<file path="src/sv/mebe_pkg.sv">
package mebe_pkg;

   // event commands
   localparam logic [2:0] CMD_HEADER      = 3'd0;
   localparam logic [2:0] CMD_TRACK_START = 3'd1;
   localparam logic [2:0] CMD_NOTE_ON     = 3'd2;
   localparam logic [2:0] CMD_NOTE_OFF    = 3'd3;
   localparam logic [2:0] CMD_PROGRAM     = 3'd4;
   localparam logic [2:0] CMD_TEMPO       = 3'd5;
   localparam logic [2:0] CMD_TIME_SIG    = 3'd6;
   localparam logic [2:0] CMD_END         = 3'd7;

   // control register indexes
   localparam int CSR_IDX_W = 2;
   localparam int CSR_W     = 16;
   localparam logic [CSR_IDX_W-1:0] CSR_FILE_FORMAT       = 2'd0;
   localparam logic [CSR_IDX_W-1:0] CSR_TRACK_TOTAL       = 2'd1;
   localparam logic [CSR_IDX_W-1:0] CSR_TICKS_PER_QUARTER = 2'd2;

   // reset values of the control registers
   localparam logic [CSR_W-1:0] FILE_FORMAT_RST       = 16'd1;
   localparam logic [CSR_W-1:0] TRACK_TOTAL_RST       = 16'd3;
   localparam logic [CSR_W-1:0] TICKS_PER_QUARTER_RST = 16'd480;

   // byte constants of the stream
   localparam logic [7:0] CHR_M        = 8'h4D;
   localparam logic [7:0] CHR_T        = 8'h54;
   localparam logic [7:0] CHR_H        = 8'h68;
   localparam logic [7:0] CHR_D        = 8'h64;
   localparam logic [7:0] CHR_R        = 8'h72;
   localparam logic [7:0] CHR_K        = 8'h6B;
   localparam logic [7:0] HDR_LEN_BYTE = 8'h06;
   localparam logic [3:0] ST_NOTE_OFF  = 4'h8;
   localparam logic [3:0] ST_NOTE_ON   = 4'h9;
   localparam logic [3:0] ST_PROGRAM   = 4'hC;
   localparam logic [7:0] META_PREFIX  = 8'hFF;
   localparam logic [7:0] META_TEMPO   = 8'h51;
   localparam logic [7:0] META_TIMESIG = 8'h58;
   localparam logic [7:0] META_END     = 8'h2F;
   localparam logic [7:0] LEN_TEMPO    = 8'd3;
   localparam logic [7:0] LEN_TIMESIG  = 8'd4;
   localparam logic [7:0] CLOCKS_CLICK = 8'd24;
   localparam logic [7:0] N32_PER_QTR  = 8'd8;
   localparam logic [7:0] REL_VELOCITY = 8'd64;

   // one event, fully laid out as bytes
   localparam int MAX_BYTES = 14;
   localparam int IDX_W     = 4;
   localparam int DLT_BYTES = 5;

   typedef logic [IDX_W-1:0] idx_type;

   typedef struct packed {
      logic [MAX_BYTES-1:0][7:0] bytes;
      idx_type                   last_idx;
      logic                      counted;
      logic                      clear;
   } evt_type;

endpackage

</file>
<file path="src/sv/midi_event_byte_encoder_top.sv">
// MIDI event byte encoder.
// Input channel: one file event per beat (push/full). The event is laid out
// into its byte sequence at once and parked in a short event queue, so a new
// event is taken while earlier ones are still being sent.
// Result channel: one byte per beat (empty/pop), oldest first, with a flag on
// the last byte of each event and the count of track bytes so far.
// When nothing is ahead of it, the first byte of an event passes from the
// event queue into the output byte register and so onto the result ports.
// Throughput: one byte per cycle while the receiver pops, set by the single
// output byte register; an event is 3 to 14 bytes long (delta of 1 to 5 bytes
// plus its body, header 14, track start 8).
// Control registers are written through csr_write_en/csr_index/csr_wdata
// and take effect on the next event accepted; write them only while idle.
// Reset: the queue and output slot empty, the track counter goes to zero and
// the control registers return to format 1, 3 tracks, 480 ticks.
// When the receiver stalls the waiting byte holds; the event queue fills and
// full rises once QUEUE_DEPTH events are waiting.
module midi_event_byte_encoder_top #(
   parameter int QUEUE_DEPTH = 2
) (
   input  logic                           clock,
   input  logic                           reset,
   input  logic                           csr_write_en,
   input  logic [mebe_pkg::CSR_IDX_W-1:0] csr_index,
   input  logic [mebe_pkg::CSR_W-1:0]     csr_wdata,
   input  logic                           req_push,
   output logic                           req_full,
   input  logic [2:0]                     req_command,
   input  logic [31:0]                    req_delta_ticks,
   input  logic [3:0]                     req_channel,
   input  logic [6:0]                     req_key,
   input  logic [6:0]                     req_velocity,
   input  logic [6:0]                     req_program_req,
   input  logic [23:0]                    req_quarter_period_us,
   input  logic [7:0]                     req_beats_per_bar,
   input  logic [7:0]                     req_beat_unit,
   output logic                           rsp_empty,
   input  logic                           rsp_pop,
   output logic [7:0]                     rsp_out_byte,
   output logic                           rsp_last,
   output logic [31:0]                    rsp_track_length
);
   import mebe_pkg::*;

   evt_type evt_new;
   evt_type evt_head;
   logic    head_valid;
   logic    head_pop;

   // classify and lay out the incoming event
   mebe_front u_front (
      .clock             (clock),
      .reset             (reset),
      .csr_write_en      (csr_write_en),
      .csr_index         (csr_index),
      .csr_wdata         (csr_wdata),
      .command           (req_command),
      .delta_ticks       (req_delta_ticks),
      .channel           (req_channel),
      .key               (req_key),
      .velocity          (req_velocity),
      .program_req       (req_program_req),
      .quarter_period_us (req_quarter_period_us),
      .beats_per_bar     (req_beats_per_bar),
      .beat_unit         (req_beat_unit),
      .evt_out           (evt_new)
   );

   // event queue between front and back
   mebe_queue #(
      .DEPTH (QUEUE_DEPTH)
   ) u_queue (
      .clock    (clock),
      .reset    (reset),
      .push     (req_push),
      .wdata    (evt_new),
      .full     (req_full),
      .pop      (head_pop),
      .rdata    (evt_head),
      .nonempty (head_valid)
   );

   // byte serializer
   mebe_back u_back (
      .clock            (clock),
      .reset            (reset),
      .head             (evt_head),
      .head_valid       (head_valid),
      .head_pop         (head_pop),
      .rsp_empty        (rsp_empty),
      .rsp_pop          (rsp_pop),
      .rsp_out_byte     (rsp_out_byte),
      .rsp_last         (rsp_last),
      .rsp_track_length (rsp_track_length)
   );

endmodule

</file>
<file path="src/sv/mebe_front.sv">
module mebe_front (
   input  logic                           clock,
   input  logic                           reset,
   input  logic                           csr_write_en,
   input  logic [mebe_pkg::CSR_IDX_W-1:0] csr_index,
   input  logic [mebe_pkg::CSR_W-1:0]     csr_wdata,
   input  logic [2:0]                     command,
   input  logic [31:0]                    delta_ticks,
   input  logic [3:0]                     channel,
   input  logic [6:0]                     key,
   input  logic [6:0]                     velocity,
   input  logic [6:0]                     program_req,
   input  logic [23:0]                    quarter_period_us,
   input  logic [7:0]                     beats_per_bar,
   input  logic [7:0]                     beat_unit,
   output mebe_pkg::evt_type              evt_out
);
   import mebe_pkg::*;

   logic [CSR_W-1:0] file_format_ff, file_format_in;
   logic [CSR_W-1:0] track_total_ff, track_total_in;
   logic [CSR_W-1:0] ticks_ff, ticks_in;

   logic [DLT_BYTES-1:0][7:0] dlt_full;
   logic [2:0]                dlt_len;
   logic [2:0]                dlt_used;
   logic [MAX_BYTES-1:0][7:0] body;
   logic [IDX_W-1:0]          body_len;
   logic                      has_delta;
   logic [7:0]                log2_unit;

   // control registers
   always_comb begin
      file_format_in = file_format_ff;
      track_total_in = track_total_ff;
      ticks_in       = ticks_ff;
      if (csr_write_en) begin
         case (csr_index)
            CSR_FILE_FORMAT:       file_format_in = csr_wdata;
            CSR_TRACK_TOTAL:       track_total_in = csr_wdata;
            CSR_TICKS_PER_QUARTER: ticks_in       = csr_wdata;
            default: ;
         endcase
      end
   end

   always_ff @(posedge clock) begin
      if (reset) begin
         file_format_ff <= FILE_FORMAT_RST;
         track_total_ff <= TRACK_TOTAL_RST;
         ticks_ff       <= TICKS_PER_QUARTER_RST;
      end else begin
         file_format_ff <= file_format_in;
         track_total_ff <= track_total_in;
         ticks_ff       <= ticks_in;
      end
   end

   // variable-length delta, five-byte form and its used length
   assign dlt_full[0] = {4'h8, delta_ticks[31:28]};
   assign dlt_full[1] = {1'b1, delta_ticks[27:21]};
   assign dlt_full[2] = {1'b1, delta_ticks[20:14]};
   assign dlt_full[3] = {1'b1, delta_ticks[13:7]};
   assign dlt_full[4] = {1'b0, delta_ticks[6:0]};

   always_comb begin
      if (|delta_ticks[31:28])      dlt_len = 3'd5;
      else if (|delta_ticks[27:21]) dlt_len = 3'd4;
      else if (|delta_ticks[20:14]) dlt_len = 3'd3;
      else if (|delta_ticks[13:7])  dlt_len = 3'd2;
      else                          dlt_len = 3'd1;
   end

   // floor(log2) of the denominator, zero for 0 and 1
   always_comb begin
      log2_unit = 8'd0;
      for (int b = 1; b < 8; b++) begin
         if (beat_unit[b]) log2_unit = 8'(b);
      end
   end

   // event body after the delta
   always_comb begin
      body      = '0;
      body_len  = '0;
      has_delta = 1'b1;
      case (command)
         CMD_HEADER: begin
            body[0]  = CHR_M;
            body[1]  = CHR_T;
            body[2]  = CHR_H;
            body[3]  = CHR_D;
            body[7]  = HDR_LEN_BYTE;
            body[8]  = file_format_ff[15:8];
            body[9]  = file_format_ff[7:0];
            body[10] = track_total_ff[15:8];
            body[11] = track_total_ff[7:0];
            body[12] = ticks_ff[15:8];
            body[13] = ticks_ff[7:0];
            body_len  = 4'd14;
            has_delta = 1'b0;
         end
         CMD_TRACK_START: begin
            body[0]  = CHR_M;
            body[1]  = CHR_T;
            body[2]  = CHR_R;
            body[3]  = CHR_K;
            body_len  = 4'd8;
            has_delta = 1'b0;
         end
         CMD_NOTE_ON: begin
            body[0]  = {ST_NOTE_ON, channel};
            body[1]  = {1'b0, key};
            body[2]  = {1'b0, velocity};
            body_len = 4'd3;
         end
         CMD_NOTE_OFF: begin
            body[0]  = {ST_NOTE_OFF, channel};
            body[1]  = {1'b0, key};
            body[2]  = REL_VELOCITY;
            body_len = 4'd3;
         end
         CMD_PROGRAM: begin
            body[0]  = {ST_PROGRAM, channel};
            body[1]  = {1'b0, program_req};
            body_len = 4'd2;
         end
         CMD_TEMPO: begin
            body[0]  = META_PREFIX;
            body[1]  = META_TEMPO;
            body[2]  = LEN_TEMPO;
            body[3]  = quarter_period_us[23:16];
            body[4]  = quarter_period_us[15:8];
            body[5]  = quarter_period_us[7:0];
            body_len = 4'd6;
         end
         CMD_TIME_SIG: begin
            body[0]  = META_PREFIX;
            body[1]  = META_TIMESIG;
            body[2]  = LEN_TIMESIG;
            body[3]  = beats_per_bar;
            body[4]  = log2_unit;
            body[5]  = CLOCKS_CLICK;
            body[6]  = N32_PER_QTR;
            body_len = 4'd7;
         end
         CMD_END: begin
            body[0]  = META_PREFIX;
            body[1]  = META_END;
            body_len = 4'd3;
         end
         default: begin
            body[0]  = META_PREFIX;
            body[1]  = META_END;
            body_len = 4'd3;
         end
      endcase
   end

   // lay delta bytes ahead of the body
   assign dlt_used = has_delta ? dlt_len : 3'd0;

   always_comb begin
      for (int i = 0; i < MAX_BYTES; i++) begin
         if (i < int'(dlt_used)) begin
            evt_out.bytes[i] = dlt_full[3'(DLT_BYTES - int'(dlt_used) + i)];
         end else begin
            evt_out.bytes[i] = body[IDX_W'(i - int'(dlt_used))];
         end
      end
      evt_out.last_idx = IDX_W'({1'b0, dlt_used} + body_len - 4'd1);
      evt_out.counted  = (command != CMD_HEADER) && (command != CMD_TRACK_START);
      evt_out.clear    = (command == CMD_TRACK_START);
   end

endmodule

</file>
<file path="src/sv/mebe_queue.sv">
module mebe_queue #(
   parameter int DEPTH = 2
) (
   input  logic              clock,
   input  logic              reset,
   input  logic              push,
   input  mebe_pkg::evt_type wdata,
   output logic              full,
   input  logic              pop,
   output mebe_pkg::evt_type rdata,
   output logic              nonempty
);
   import mebe_pkg::*;

   localparam int PTR_W = $clog2(DEPTH);
   localparam int CNT_W = $clog2(DEPTH + 1);
   localparam logic [PTR_W-1:0] LAST_PTR = PTR_W'(DEPTH - 1);

   evt_type          mem_ff [DEPTH];
   logic [PTR_W-1:0] wr_ptr_ff, wr_ptr_in;
   logic [PTR_W-1:0] rd_ptr_ff, rd_ptr_in;
   logic [CNT_W-1:0] count_ff, count_in;
   logic             do_push, do_pop;

   assign full     = (count_ff == CNT_W'(DEPTH));
   assign nonempty = (count_ff != '0);
   assign do_push  = push && !full;
   assign do_pop   = pop && nonempty;
   assign rdata    = mem_ff[rd_ptr_ff];

   // pointer and fill bookkeeping
   always_comb begin
      wr_ptr_in = wr_ptr_ff;
      rd_ptr_in = rd_ptr_ff;
      count_in  = count_ff;
      if (do_push) wr_ptr_in = (wr_ptr_ff == LAST_PTR) ? '0 : wr_ptr_ff + 1'b1;
      if (do_pop)  rd_ptr_in = (rd_ptr_ff == LAST_PTR) ? '0 : rd_ptr_ff + 1'b1;
      if (do_push && !do_pop)      count_in = count_ff + 1'b1;
      else if (do_pop && !do_push) count_in = count_ff - 1'b1;
   end

   always_ff @(posedge clock) begin
      if (reset) begin
         wr_ptr_ff <= '0;
         rd_ptr_ff <= '0;
         count_ff  <= '0;
      end else begin
         wr_ptr_ff <= wr_ptr_in;
         rd_ptr_ff <= rd_ptr_in;
         count_ff  <= count_in;
      end
   end

   // storage
   always_ff @(posedge clock) begin
      if (do_push) mem_ff[wr_ptr_ff] <= wdata;
   end

endmodule

</file>
<file path="src/sv/mebe_back.sv">
module mebe_back (
   input  logic              clock,
   input  logic              reset,
   input  mebe_pkg::evt_type head,
   input  logic              head_valid,
   output logic              head_pop,
   output logic              rsp_empty,
   input  logic              rsp_pop,
   output logic [7:0]        rsp_out_byte,
   output logic              rsp_last,
   output logic [31:0]       rsp_track_length
);
   import mebe_pkg::*;

   idx_type     idx_ff, idx_in;
   logic        out_valid_ff, out_valid_in;
   logic [7:0]  out_byte_ff;
   logic        out_last_ff;
   logic [31:0] out_len_ff;
   logic [31:0] count_ff, count_in;
   logic        advance, emit, at_last;

   // output slot frees when empty or when its beat is taken
   assign advance  = !out_valid_ff || rsp_pop;
   assign emit     = head_valid && advance;
   assign at_last  = (idx_ff == head.last_idx);
   assign head_pop = emit && at_last;

   // byte index within the head event, track counter
   always_comb begin
      idx_in       = idx_ff;
      count_in     = count_ff;
      out_valid_in = advance ? head_valid : out_valid_ff;
      if (emit) begin
         idx_in = at_last ? '0 : idx_ff + 1'b1;
         if (head.clear)        count_in = '0;
         else if (head.counted) count_in = count_ff + 32'd1;
      end
   end

   always_ff @(posedge clock) begin
      if (reset) begin
         idx_ff       <= '0;
         count_ff     <= '0;
         out_valid_ff <= 1'b0;
      end else begin
         idx_ff       <= idx_in;
         count_ff     <= count_in;
         out_valid_ff <= out_valid_in;
      end
   end

   // output beat register
   always_ff @(posedge clock) begin
      if (emit) begin
         out_byte_ff <= head.bytes[idx_ff];
         out_last_ff <= at_last;
         out_len_ff  <= count_in;
      end
   end

   assign rsp_empty        = !out_valid_ff;
   assign rsp_out_byte     = out_byte_ff;
   assign rsp_last         = out_last_ff;
   assign rsp_track_length = out_len_ff;

endmodule

</file>
<file path="config.mk">
export PLATFORM = sky130hd
export DESIGN_NAME = midi_event_byte_encoder_top
export DESIGN_NICKNAME = d
export VERILOG_FILES = /design/src/sv/mebe_pkg.sv /design/src/sv/midi_event_byte_encoder_top.sv /design/src/sv/mebe_front.sv /design/src/sv/mebe_queue.sv /design/src/sv/mebe_back.sv
export SDC_FILE = /design/constraint.sdc
export NUM_CORES = 1
export LEC_CHECK = 0
export BUFFER_PORTS_ARGS = -buffer_cell sky130_fd_sc_hd__buf_2
export CAP_MARGIN = 20
export CORE_UTILIZATION = 50
export DETAILED_ROUTE_END_ITERATION = 10
export PLACE_DENSITY_LB_ADDON = 0.25
export SYNTH_ARGS = -nofsm -noshare
export SYNTH_HDL_FRONTEND = slang
export SYNTH_SLANG_ARGS = --single-unit
export TNS_END_PERCENT = 30
</file>
<file path="constraint.sdc">
create_clock -name clock -period 17 [get_ports clock]
set_clock_uncertainty 0.15 [all_clocks]
set_input_delay 1.7 -clock clock [delete_from_list [all_inputs] [get_ports clock]]
set_output_delay 1.7 -clock clock [all_outputs]
set_load 0.02 [all_outputs]
</file>
After elaboration in Yosys (flattened, before gate mapping)
Memories as Yosys holds them, arrays and structs flattened. A register that Yosys moved wholly into a read port is not among the register bits. Cells that the tools add are included.

Memories kept: 1. Bits in registers: 130. Bits in writable memories: 236. Word-level logic and storage cells: 211.

Memories: u_queue.mem_ff (words 2, width 118, read ports 1, clocked after memory_dff 1, wr ports 1, line mebe_queue.sv:19) `evt_type mem_ff [DEPTH];`.

$add $sub $neg: 28. Mux-type cells: 103. Eq/ne operators: 12. $lt $le $gt $ge: 29. Reductions and logical operators: 26.

Operators with widths (count): binary-select mux 8 bit (select 4 bit) (15); 2-to-1 mux 8 bit (50); binary-select mux 8 bit (select 3 bit) (7); case mux 16 bit (7 select lines) (1); 2-to-1 mux 32 bit (3); less-than comparator 4 x 6 -> 1 bit (second input constant) (14); 2-to-1 mux 56 bit (1); case mux 7 bit (6 select lines) (1); less-than comparator 3 x 5 -> 1 bit (second input constant) (7); adder 32 x 1 -> 32 bit (second input constant) (1); case mux 16 bit (2 select lines) (1); case mux 8 bit (4 select lines) (1); 2-to-1 mux 3 bit (8); case mux 4 bit (6 select lines) (1); subtractor 4 x 3 -> 4 bit (first input constant) (6); OR reduction 7 bit (3); subtractor 3 x 3 -> 4 bit (first input constant) (4); adder 3 bit (second input constant) (4); equality test 3 bit (second input constant) (4); 2-to-1 mux 2 bit (5); less-than comparator 3 bit (first input constant) (3); 2-to-1 mux 4 bit (2); subtractor 1 x 3 -> 4 bit (first input constant) (2); subtractor 2 x 3 -> 4 bit (first input constant) (2); other kinds (28) (52).

Logic depth before layout (Yosys ltp)
Depth after elaboration: 12. Mapped depth: 20. Depth with buffers taken out: 14.

By module
A second synthesis with hierarchy kept.

Cells, all modules: 1958. Area total of the unflattened synthesis: 20897.5 um^2.

By module, submodules not included: mebe_queue (cells an instance 392, sequential area each 7186.9 um^2, area an instance 8800.9 um^2, instances 1); mebe_front (cells an instance 1123, sequential area each 960.9 um^2, area an instance 7437.1 um^2, instances 1); mebe_back (cells an instance 443, sequential area each 1971.9 um^2, area an instance 4659.5 um^2, instances 1).

Least setup slack after synthesis
No wires, ideal clock.

Path type: input-to-reg. Start: input port req_push. End: memory u_queue.mem_ff[0][0] in the netlist's numbering (enable). Arrival time: 6692 ps. Path buffers: 0. Slack: 9562 ps. Stages on the path: 2. Required time: 16254 ps. Library setup time: 596 ps. Cell sequence: nand2_1 nor2_1.

Cells in the longest elaborated chain, start to end: 3.

Ends and longest elaborated chain: start, declared (line midi_event_byte_encoder_top.sv:26) `input logic req_push,`; logical AND 1 bit (line mebe_queue.sv:27) `assign do_push = push && !full;`; 2-to-1 mux 1 bit (line mebe_queue.sv:56) `if (do_push) mem_ff[wr_ptr_ff] <= wdata;`; 2-to-1 mux 1 bit (not written as such) (line mebe_queue.sv:56); end, declared (line mebe_queue.sv:19).

Every way passes these cells.

==> impl_metrics.env <==
export IMPL_status="complete, no violations"
export IMPL_cts_resized=0
export IMPL_synth_top_family_by_area="multiplexers"
export IMPL_cts_hold_buf=0
export IMPL_cap_violations=0
export IMPL_die_y_um=202
export IMPL_final_max_slew_viol_count=0
export IMPL_grt_max_degree=79
export IMPL_min_period_ns=6.80
export IMPL_max_vdd_ir_drop_v=0.0000716
export IMPL_r2r_slack_ns=13.47
export IMPL_syn2layout_area_growth_pct=12.2
export IMPL_die_area_mm2=0.0410
export IMPL_clockRootBuffer="clkbuf_16"
export IMPL_worstPathRequired_ns=17.06
export IMPL_layout_drive_gt1_share=0.193
export IMPL_synth_compound_area_frac=0.133
export IMPL_nFillCells=3400
export IMPL_fmax_mhz=147
export IMPL_synth_mux_area_fraction=0.151
export IMPL_synth_top_area_cell="edfxtp_1"
export IMPL_chipWidth_um=202
export IMPL_critPathBufInv=4
export IMPL_synthSimpleGateAreaFrac=0.141
export IMPL_endpoint_kind="register"
export IMPL_dp_hpwl_um=48000
export IMPL_hold_depth=2
export IMPL_start_util=0.507
export IMPL_syn_area_mm2=0.0201
export IMPL_setup_viol=0
export IMPL_io_pin_count=166
export IMPL_numPortBuffers=164
export IMPL_synth_xor_area_frac=0.0214
export IMPL_multi_input_area_mm2=0.00929
export IMPL_final_antenna_net_count=0
export IMPL_dpl_cell_area_mm2=0.0213
export IMPL_min_to="u_front.track_total_ff[7]$_SDFFE_PP0P_"
export IMPL_cp_arrival_ns=6.86
export IMPL_utilization=0.569
export IMPL_rows=73
export IMPL_r2r_end="u_queue.count_ff[1]$_SDFFE_PP0P_"
export IMPL_ys_seq_area_frac=0.504
export IMPL_gp_congestion=1.03
export IMPL_pre_cts_ws_ns=9.74
export IMPL_slowest_delay_ns=0.84
export IMPL_synthTopCellsByCount="edfxtp_1, nand2_1, nor2_1, a21oi_1, mux2i_1"
export IMPL_synth_warnings=0
export IMPL_grtUsageTotal=0.318
export IMPL_p_sw_w=0.000781
export IMPL_synth_fa_ha_area_frac=0.0141
export IMPL_holdWs_ns=0.298
export IMPL_antenna_found_initial=3
export IMPL_hold_viol_final=0
export IMPL_synth_seq_cells=367
export IMPL_wl_per_cell_um=25.7
export IMPL_drt_total_wl_um=65300
export IMPL_first_iter_violations=1948
export IMPL_cellLeakagePower_nw=8.16
export IMPL_worstHoldStart="u_front.track_total_ff[7]$_SDFFE_PP0P_"
export IMPL_cts_path_max_buffers=3
export IMPL_fin_area_mm2=0.0225
export IMPL_clk_latency_ns=0.56
export IMPL_seqPwrFrac=0.452
export IMPL_async_flop_share=0
export IMPL_postCtsSetupRepairBufs=0
export IMPL_routed_via_count=16200
export IMPL_regArea_mm2=0.0101
export IMPL_critical_path_cell_chain="buf_2, or4_4, a211oi_2, o21a_2, inv_2, ha_1, ha_1, buf_4, clkinv_1, nor2_1, a21oi_1, o21ai_0, nor2_1, a221oi_1"
export IMPL_fin_setup_tns_ns=0
export IMPL_cts_tree="done"
export IMPL_comb_power_share=0.239
export IMPL_min_path_type="reg2reg"
export IMPL_numClockSinks=367
export IMPL_clockPowerShare=0.309
export IMPL_critPathMaxFanout=29
export IMPL_core_area_mm2=0.0396
export IMPL_fin_crit_sh=0.400
export IMPL_rsz0062_at_grt="false"
export IMPL_postSynthCellCount=1879
export IMPL_synth_flop_cell="edfxtp_1"
export IMPL_intPower_w=0.00180
export IMPL_finalWorstSetupSlack_ns=10.20
export IMPL_yosysMostFrequentCell="edfxtp_1"
export IMPL_grt_pass1_vias=15100
export IMPL_synth_nets=2024
export IMPL_crit_type="in2reg"
export IMPL_drc=0
export IMPL_crit_family="compound AO/OA/AOI/OAI gates"
export IMPL_syn_avg_cell_area_um2=10.7
export IMPL_synth_cell_types=78
export IMPL_nNetsFinal=2129
export IMPL_cts_buffers=39
export IMPL_path_clk_slew_ns=0.06
export IMPL_r2r_cells=8
export IMPL_synth_edf_count=277
export IMPL_netSwitchingFraction=0.302
export IMPL_powerDensity_mw_per_mm2=115
export IMPL_tightest_slew_ns=1.15
export IMPL_cts_htree_levels=2
export IMPL_worst_setup_path_start_kind="input pin"
export IMPL_synth_top_area_share=0.414
export IMPL_worst_path_max_delay_cell="a211oi_2"
export IMPL_slew_headroom=0.225
export IMPL_via_per_inst=6.37
export IMPL_globalRouteOverflowTotal=0
export IMPL_synthTopCellsByArea="edfxtp_1, dfxtp_1, mux4_2, mux2i_1, nand2_1"
export IMPL_dr_pass1_iters=6
export IMPL_grt_first_pass_wirelength_um=96300
cell families after synthesis:
group | Yosys count
XOR/XNOR | 49
multiplexers | 218
adder cells (fa/ha/maj) | 22
flip-flops | 367
AO/OA/AOI/OAI | 427
AND/OR/NAND/NOR | 616
buffers and inverters | 180
routing by layer:
layer	GRT usage	vias up	wire, um
met5	0	-	0
met4	0.136	0	2970
met3	0.0494	146	5450
met2	0.487	867	29200
met1	0.452	7874	27700
li1	-	7291	-
placed cells by master, fill, tap and decap left out, drive strengths merged, types with 9 or more instances in the layout:
cell,netlist,final
edfxtp,277,277
nand2,223,223
buf,31,199
nor2,152,152
a21oi,148,148
mux2i,112,112
dfxtp,90,90
o21ai,89,89
nor3,73,73
mux4,64,64
clkbuf,105,54
nand3,52,52
inv,40,43
mux2,42,42
xnor2,34,34
o22ai,27,27
and3,27,27
ha,21,21
o211ai,20,20
a22oi,17,17
a211oi,17,17
clkinv,4,17
xor2,15,15
a31oi,14,14
nor4,14,14
nand4,12,12
nand2b,11,11
and2,10,10
a21o,10,10
a32oi,10,10
nand3b,9,9
worst reg2reg max path: cells and delay by family (launching register included):
family	cells	cell delay [ns]
AOI/OAI and AO/OA	1	0.15
xor gates and xnor gates	1	0.09
adders and majority gates	1	0.38
buffers and inverters	1	0.82
DFF	1	0.50
muxes	1	0.35
and+or+nand+nor	3	1.01
power by group through the flow:
| stage | registers, W | logic, W | clock network (W) |
|---|---|---|---|
| final | 0.00117 | 0.000617 | 0.000799 |
| after global routing | 0.00118 | 0.000652 | 0.000844 |
| after CTS | 0.00117 | 0.000615 | 0.000811 |
| after detailed placement | 0.00119 | 0.000611 | 0 |
| after global placement | 0.00118 | 0.000602 | 0 |
| after floorplan | 0.00122 | 0.000368 | 0 |
area by class of cell:
type / count / area share
Antenna cell: 2 / 0.000222
Clock buffer: 53 / 0.0474
Clock inverter: 18 / 0.00605
Inverter: 44 / 0.00738
Multi-Input combinational cell: 1332 / 0.412
Sequential cell: 367 / 0.449
Tap cell: 525 / 0.0291
Timing Repair Buffer: 200 / 0.0485
flip-flops by register name (all words and copies together) (netlist names), 2 cells and up, named ones only:
| register | cells |
|---|---|
| u_queue.count_ff | 2 |
| u_front.ticks_ff | 16 |
| u_back.rsp_out_byte | 8 |
| u_back.rsp_track_length | 32 |
| u_back.count_ff | 32 |
| u_queue.mem_ff | 236 |
| u_front.file_format_ff | 16 |
| u_front.track_total_ff | 16 |
| u_back.idx_ff | 4 |
worst max-delay path by stage:
stage | cells past startpoint | endpoint | startpoint
final | 14 | u_queue.mem_ff[0][60]$_DFFE_PP_ | req_delta_ticks[16]
after global routing | 16 | u_queue.mem_ff[0][60]$_DFFE_PP_ | req_command[2]
after CTS | 14 | u_queue.mem_ff[0][60]$_DFFE_PP_ | req_delta_ticks[16]
after detailed placement | 14 | u_queue.mem_ff[0][60]$_DFFE_PP_ | req_delta_ticks[16]
after global placement | 14 | u_queue.mem_ff[0][60]$_DFFE_PP_ | req_delta_ticks[16]
after floorplan | 2 | u_queue.mem_ff[0][0]$_DFFE_PP_ | req_push
metrics by stage:
step / cells / total power, W
6_report: 2541 / 0.00258
5_1_grt: 2539 / 0.00268
4_1_cts: 2538 / 0.00260
3_5_place_dp: 2467 / 0.00180
3_3_place_gp: 2465 / 0.00178
2_1_floorplan: 1879 / 0.00159
(Power assumes the default switching activity.)
